`config.mk`:
```
export PLATFORM = sky130hd
export DESIGN_NAME = bfsc_word_op
export DESIGN_NICKNAME = d
export VERILOG_FILES = /design/src/bfsc_pkg.sv /design/src/bfsc_word_op.sv
export SDC_FILE = /design/constraint.sdc
export NUM_CORES = 1
export LEC_CHECK = 0
export ABC_AREA = 1
export BUFFER_PORTS_ARGS = -buffer_cell sky130_fd_sc_hd__buf_2
export CORE_UTILIZATION = 47
export DETAILED_ROUTE_END_ITERATION = 8
export PLACE_DENSITY_LB_ADDON = 0.3
export SETUP_SLACK_MARGIN = 0.5
export SYNTH_ARGS = -nofsm -noshare
export SYNTH_HDL_FRONTEND = slang
export SYNTH_SLANG_ARGS = --single-unit
```
`constraint.sdc`:
```
create_clock -name vclk -period 2
set_clock_uncertainty 0.1 [all_clocks]
set_input_delay 0 -clock vclk [all_inputs]
set_output_delay 0 -clock vclk [all_outputs]
set_load 0.05 [all_outputs]
```
`src/bfsc_pkg.sv`:
```
`timescale 1ns / 1ps
`default_nettype none
// ----------------------------------------------------------------------------
// Bitmap find / set / clear engine package
// Request and result payload types, word operation control shared by the
// engine and its word operation unit, and the engine state encoding.
// ----------------------------------------------------------------------------
package bfsc_pkg;

  localparam logic [31:0] ALL_ONES = 32'hFFFF_FFFF;

  typedef enum logic [1:0] {
    REQ_FIND_SET    = 2'd0,
    REQ_FIND_ZERO   = 2'd1,
    REQ_SET_RANGE   = 2'd2,
    REQ_CLEAR_RANGE = 2'd3
  } bfsc_req_t;

  typedef struct packed {
    bfsc_req_t   req_type;
    logic [14:0] start_bit;
    logic [15:0] bit_count;
  } bfsc_in_t;

  typedef struct packed {
    logic        found;
    logic [14:0] bit_position;
    logic [15:0] bits_changed;
  } bfsc_out_t;

  // Control for one word: request kind, first bit offset (MSB-first) and
  // the offset one past the last bit of the run within the word (1..32).
  typedef struct packed {
    bfsc_req_t   kind;
    logic [4:0]  offset;
    logic [5:0]  stop;
  } bfsc_word_ctrl_t;

  typedef struct packed {
    logic        hit;
    logic [4:0]  lead;
    logic [31:0] new_word;
  } bfsc_word_res_t;

  typedef enum logic [1:0] {
    ST_CLEAR,
    ST_IDLE,
    ST_RUN,
    ST_DONE
  } bfsc_state_t;

endpackage
`default_nettype wire

```
`src/bfsc_word_op.sv`:
```
`timescale 1ns / 1ps
`default_nettype none
// ----------------------------------------------------------------------------
// Bitmap word operation unit
// Works on one 32-bit bitmap word: finds the first matching bit at or after
// an offset, and forms the word with a run of bits set or cleared.
// ----------------------------------------------------------------------------
module bfsc_word_op
  import bfsc_pkg::*;
(
  input  wire logic [31:0]     word_i,
  input  wire bfsc_word_ctrl_t ctrl_i,
  output bfsc_word_res_t       res_o
);

  // Leading zero count by binary halving; the word is known to be nonzero
  // wherever the count is used.
  function automatic logic [4:0] lead_zeros(input logic [31:0] v);
    logic [31:0] x;
    logic [4:0]  n;
    x = v;
    n = '0;
    if (x[31:16] == 16'd0) begin
      n[4] = 1'b1;
      x    = {x[15:0], 16'd0};
    end
    if (x[31:24] == 8'd0) begin
      n[3] = 1'b1;
      x    = {x[23:0], 8'd0};
    end
    if (x[31:28] == 4'd0) begin
      n[2] = 1'b1;
      x    = {x[27:0], 4'd0};
    end
    if (x[31:30] == 2'd0) begin
      n[1] = 1'b1;
      x    = {x[29:0], 2'd0};
    end
    if (!x[31]) begin
      n[0] = 1'b1;
    end
    return n;
  endfunction

  logic [31:0] hi_mask;
  logic [31:0] lo_mask;
  logic [31:0] run_mask;
  logic [31:0] find_v;

  always_comb begin
    hi_mask  = ALL_ONES >> ctrl_i.offset;
    lo_mask  = ctrl_i.stop[5] ? 32'd0 : (ALL_ONES >> ctrl_i.stop[4:0]);
    run_mask = hi_mask & ~lo_mask;
    find_v   = ((ctrl_i.kind == REQ_FIND_ZERO) ? ~word_i : word_i) & hi_mask;

    res_o.hit  = |find_v;
    res_o.lead = lead_zeros(find_v);
    if (ctrl_i.kind == REQ_SET_RANGE) begin
      res_o.new_word = word_i | run_mask;
    end else begin
      res_o.new_word = word_i & ~run_mask;
    end
  end

endmodule
`default_nettype wire

```
==> flow_summary.yaml, run 1 <==
global_route:
  grt_max_degree: 21
timing:
  worst_endpoint_kind: "top-level output"
  crit_endpoint: "res_o[32]"
floorplanning:
  fp.dieH_um: 67.63
  start_util: 0.4989
  rows: 23
  pin_count: 83
  die_w_um: 67.63
logic_synthesis:
  yosysSeqAreaShare: 0
  synthCells: 412
  synth_nets: 457
  syn_area_per_cell_um2: 4.914
  synth_area_leaders: "nand2_1, o21ai_0, inv_1"
  ys_types: 33
  yosys_warnings: 0
  synth_area_mm2: 0.002024
  synth_top_area_cell: "nand2_1"
  synth_top_cell_area_share: 0.2299
placed_design:
  routabilityCongestion: 1.044
  pre_cts_slack_ps: -753.0
  placedCellCount: 616
  place_hpwl_um: 7346
  post_dp_cell_area_mm2: 0.003277
  portBuffers: 83
status:
  stop_stage: "5_1_grt"
  stop_error: "[ERROR DPL-0038] Utilization greater than 100%, impossible to legalize"
  status: "stopped before the end"
clock_network:
  holdBufCountCts: 0
timing repair:
item,4_1_cts
setup buffers,16
resized for setup,99
gates cloned,4
pin swaps,33
endpoints found under the setup margin,20
synthesized netlist by cell type (all sizes together):
master	count
o22ai	4
nor2	56
or2	4
o21bai	4
nand3b	2
o221ai	1
o2111ai	2
buf	11
clkbuf	5
nand4	2
o211ai	6
nand2	138
nor4	1
clkinv	1
nand3	37
inv	54
o21a	1
xnor2	10
o21ai	44
a21oi	17
a31oi	12
metrics by stage:
| step | util | setup TNS (ps) |
|---|---|---|
| floorplan | - | -502.4 |
| global placement | 0.8076 | -1840 |
| detailed placement | 0.8076 | -2458 |
| CTS | 0.9285 | -744.6 |
logic make-up after synthesis:
logic type	share of synthesized area
buf+inv	0.1681
xor+xnor	0.04326
compound gates	0.2540
simple gates	0.5346
==> run 2, diff against run 1 <==
Settings changed: CORE_UTILIZATION 47 to 35, PLACE_DENSITY_LB_ADDON 0.3 to 0.15, SETUP_SLACK_MARGIN 0.5 to not set.
Clock period 2 ns to 2.6 ns, I/O delays scaled along.
==> flow_summary.yaml, run 2 <==
drt:
  wl_per_cell_um: 14.68
  drc: 0
  routed_wl_um: 8441
  via_count: 3029
  drtPass1Iterations: 5
  ant_nets: 0
  via_per_inst: 5.268
  dr.first_iter.drc_count: 188
placed_design:
  routabilityCongestion: 0.9955
  place_hpwl_um: 7131
  placedCellCount: 570
  post_dp_cell_area_mm2: 0.002541
  portBuffers: 83
setup_path:
  start_kind: "input port"
  critical_path_class: "in2out"
  crit_required_ps: 2500
  crit_arrival_ps: 2330
  cp_max_fo: 6
  end_kind: "output pin"
floorplanning:
  pin_count: 83
  core_area_mm2: 0.005540
  die_area_mm2: 0.006093
  die_w_um: 78.06
  rows: 27
  start_util: 0.3654
  fp.dieH_um: 78.06
clock_network:
  holdBufCountCts: 0
layout:
  nNetsFinal: 550
  nFlopsAndLatches: 0
  finalNonFillerCells: 575
  final_common_cell: "nand2_1"
  fin_area_mm2: 0.002655
  diodes: 0
  clkbuf_count: 0
  regArea_um2: 0
  syn_to_final_growth_pct: 31.15
  final_cell_mix: "nand2_1, buf_2, inv_1"
  drive_gt1_frac: 0.3022
timing:
  tns_ps: 0
  setup_viol: 0
  hold_viol: 0
  worstMarginPinSlew_ps: 604.5
  maxSlewHeadroom: 0.5927
  min_period_ps: 2429
  report.final.slew_viol_count: 0
  rsz0062_at_grt: "true"
  clock.fmax_ghz: 0.4118
  hold_ws_ps: 327.6
  fin_crit_sh: 0.9341
power:
  ir_worst_vdd_mv: 0.3295
  swShare: 0.7105
  p_total_uw: 908.0
  clock_power_share: 0
  power_frac_seq: 0
  power_density_mw_per_mm2: 342.0
  power_frac_comb: 1.000
  p_switching_uw: 645.1
  p_leak_nw: 1.484
  internal_power_uw: 262.8
logic_synthesis:
  syn_area_per_cell_um2: 4.914
  synth.most_common_cell: "nand2_1"
  synth_nets: 457
  synth_area_leaders: "nand2_1, o21ai_0, inv_1"
  synth_top_area_cell: "nand2_1"
  ys_types: 33
  synthCells: 412
  synth_area_mm2: 0.002024
  yosys_warnings: 0
  yosysSeqAreaShare: 0
  synth_top_cell_area_share: 0.2299
  synth.top_cells.by_count: "nand2_1, inv_1, nor2_1, o21ai_0, nand3_1"
global_route:
  grt_overflow: 0
  grt_pass1_vias: 2759
  grt_usage: 0.2746
  grt_pass1_wl_um: 13380
  antenna_found_initial: 0
  grt_max_degree: 19
min_path:
  hp-class: "in2out"
status:
  status: "finished clean"
run:
  cap_violations: 0
-- run 2: routing by layer --
layer	GRT usage	vias to the layer above	part of all wire	wire length (um)
li1	-	1523	-	-
met1	0.3708	1352	0.46	3849
met2	0.4693	129	0.45	3840
met3	0.01395	25	0.053	444
met4	0.07778	0	0.036	306
met5	0	-	0	0
-- run 2: what timing repair did --
action	CTS	global route
buffers inserted	0	2
setup endpoints to repair	0	3
resized for setup	0	30
-- run 2: power groups by stage --
stage               Sequential (mW)  Clock, mW  Combinational, mW
floorplan                         0          0              0.635
global placement                  0          0              0.849
detailed placement                0          0              0.847
CTS                               0          0              0.849
global route                      0          0              0.982
finish                            0          0              0.908
-- run 2: path summary, 6_finish.rpt --
check | from | endpoint | slack, ps | depth (start not counted)
max | ctrl_i[12] | res_o[32] | 170 | 23
min | word_i[29] | res_o[29] | 330 | 4
-- run 2: cell type report --
type,instances,area [um^2]
inverter,55,214.0
timing repair buffer,104,595.6
fill,636,2885
multi-input combinational,344,1755
tap,72,90.09
-- run 2: kinds of logic (layout without fill, tap and decap cells) --
| group | after synthesis | count (layout) | synth area share |
|---|---|---|---|
| compound gates | 91 | 91 | 0.2540 |
| simple gates | 240 | 243 | 0.5346 |
| xor+xnor | 10 | 10 | 0.04326 |
| buf+inv | 71 | 159 | 0.1681 |
-- run 2: per-stage QoR --
step | setup slack (ps) | utilization
after detailed placement | 75.82 | 0.4587
after global routing | -20.42 | 0.4792
after global placement | 62.65 | 0.4587
after CTS | 67.19 | 0.4587
final | 171.4 | 0.4792
after floorplan | 7.203 | -
-- run 2: worst max-delay path, stage by stage --
cell and delay [ps]:
buf_2 150, clkinv_4 110, buf_4 160, nand3_1 60, nand2_1 60, nor2_1 210
nor2_1 100, nand2_2 130, nor2_4 70, nand2_2 140, nand2_2 60, nand2_2 60
nand2_1 80, nor2_4 150, nand3_1 90, nand2_1 100, nor2_2 60, nand2_1 90
inv_2 40, nand2_1 50, nand2_1 60, nor2_1 130, buf_6 170
Note: power is estimated with default switching activity, not from simulation.
==> run 3, diff against run 2 <==
Settings changed: GPL_TIMING_DRIVEN set to 0.
==> flow_summary.yaml, run 3 (synthesized netlist as in run 2, its figures left out) <==
min_path:
  hp-class: "in2out"
floorplanning:
  die_area_mm2: 0.006093
  pin_count: 83
  start_util: 0.3654
  die_w_um: 78.06
  rows: 27
  fp.dieH_um: 78.06
  core_area_mm2: 0.005540
drt:
  wl_per_cell_um: 14.52
  dr.first_iter.drc_count: 235
  via_count: 2941
  ant_nets: 0
  routed_wl_um: 8206
  drc: 0
  via_per_inst: 5.205
  drtPass1Iterations: 6
timing:
  hold_ws_ps: 327.3
  clock.fmax_ghz: 0.3980
  worstMarginPinSlew_ps: 616.9
  setup_viol: 0
  fin_crit_sh: 0.9664
  maxSlewHeadroom: 0.5844
  report.final.slew_viol_count: 0
  min_period_ps: 2513
  rsz0062_at_grt: "true"
  hold_viol: 0
  layout_setup_ws_ps: 87.40
setup_path:
  crit_required_ps: 2500
  cp_max_fo: 10
  start_kind: "input port"
  end_kind: "output pin"
  slowest_stage: "nor2_1"
  cp_common_cell: "nand2_1"
  critical_path_class: "in2out"
  crit_arrival_ps: 2410
  critPathMaxStageDelay_ps: 190
  path_cells: "buf_2, buf_6, nor2_1, nand2_1, nor2_4, nor2_1, nand2_1, nor2_4, nand2_4, buf_6, nand2_2, nand2_1, nand2_2, nor2_4, nand3_1, nand2_1, nor2_2, nand2_1, inv_2, nand2_1, nand2_1, nor2_1, buf_6"
placed_design:
  portBuffers: 78
  pre_cts_slack_ps: -14.24
  place_hpwl_um: 6783
  routabilityCongestion: 0.9263
power:
  p_leak_nw: 1.441
  p_total_uw: 891.0
  power_density_mw_per_mm2: 342.2
  ir_worst_vdd_mv: 0.4296
layout:
  drive_gt1_frac: 0.2860
  syn_to_final_growth_pct: 28.62
  clkbuf_count: 0
  nFlopsAndLatches: 0
  final_common_cell: "nand2_1"
  nNetsFinal: 540
  final_cell_mix: "nand2_1, buf_2, inv_1"
  regArea_um2: 0
  num-fill-cells: 654
  fin_util: 0.4700
  diodes: 0
global_route:
  grt_max_degree: 11
  grt_pass1_wl_um: 12790
  grt_usage: 0.2628
  antenna_found_initial: 0
  grt_overflow: 0
  grt_pass1_vias: 2639
run:
  cap_violations: 0
status:
  status: "finished clean"
run 3: cell types whose count changed in the layout (fill, tap and decap cells not counted), moves of 2 or more:
cell / before / now
nor2_4: 7 / 5
clkbuf_1: 0 / 5
buf_6: 2 / 7
buf_4: 22 / 6
nand2_1: 119 / 117
nor2_2: 11 / 13
nor2_1: 39 / 37
clkbuf_4: 3 / 1
run 3: worst paths after layout:
check	start	end	slack, ps	depth (start not counted)
max	ctrl_i[10]	res_o[32]	90	23
min	word_i[29]	res_o[29]	330	4
run 3: per-stage QoR:
stage / cells / TNS (ps) / instance area, um^2
2_1_floorplan: 412 / 0 / 2024
3_3_place_gp: 562 / -85.09 / 2505
3_5_place_dp: 562 / -14.24 / 2505
4_1_cts: 562 / 0 / 2507
5_1_grt: 565 / -233.7 / 2604
6_report: 565 / 0 / 2604
run 3: area by class of cell:
type                            count  area (um^2)  area share
Tap cell                           72        90.09     0.03460
Inverter                           55        211.5     0.08121
Buffer                             16        133.9     0.05142
Multi-Input combinational cell    341         1747      0.6708
Timing Repair Buffer               81        421.7      0.1619
run 3: what timing repair did:
item                                    4_1_cts  5_1_grt
hold buffers                                  0        0
pin swaps                                     0        5
endpoints found under the setup margin        1        3
buffers inserted                              0        3
gates resized for setup                       1       26
run 3: critical path: cells and delay by family:
kind / cells / cell delay [ps]
buffers and inverters: 5 / 620
AND/OR/NAND/NOR: 18 / 1770
run 3: where the power goes:
part / switching, mW / internal, mW
registers: 0 / 0
logic: 0.638 / 0.253
clock network: 0 / 0
total: 0.638 / 0.253
run 3: per-layer routing:
| metal | vias to the layer above | routed length (um) | global-route usage |
|---|---|---|---|
| met5 | - | 0 | 0 |
| met4 | 0 | 143 | 0.04074 |
| met3 | 9 | 613 | 0.03256 |
| met2 | 133 | 3929 | 0.4684 |
| met1 | 1296 | 3520 | 0.3410 |
| li1 | 1503 | - | - |
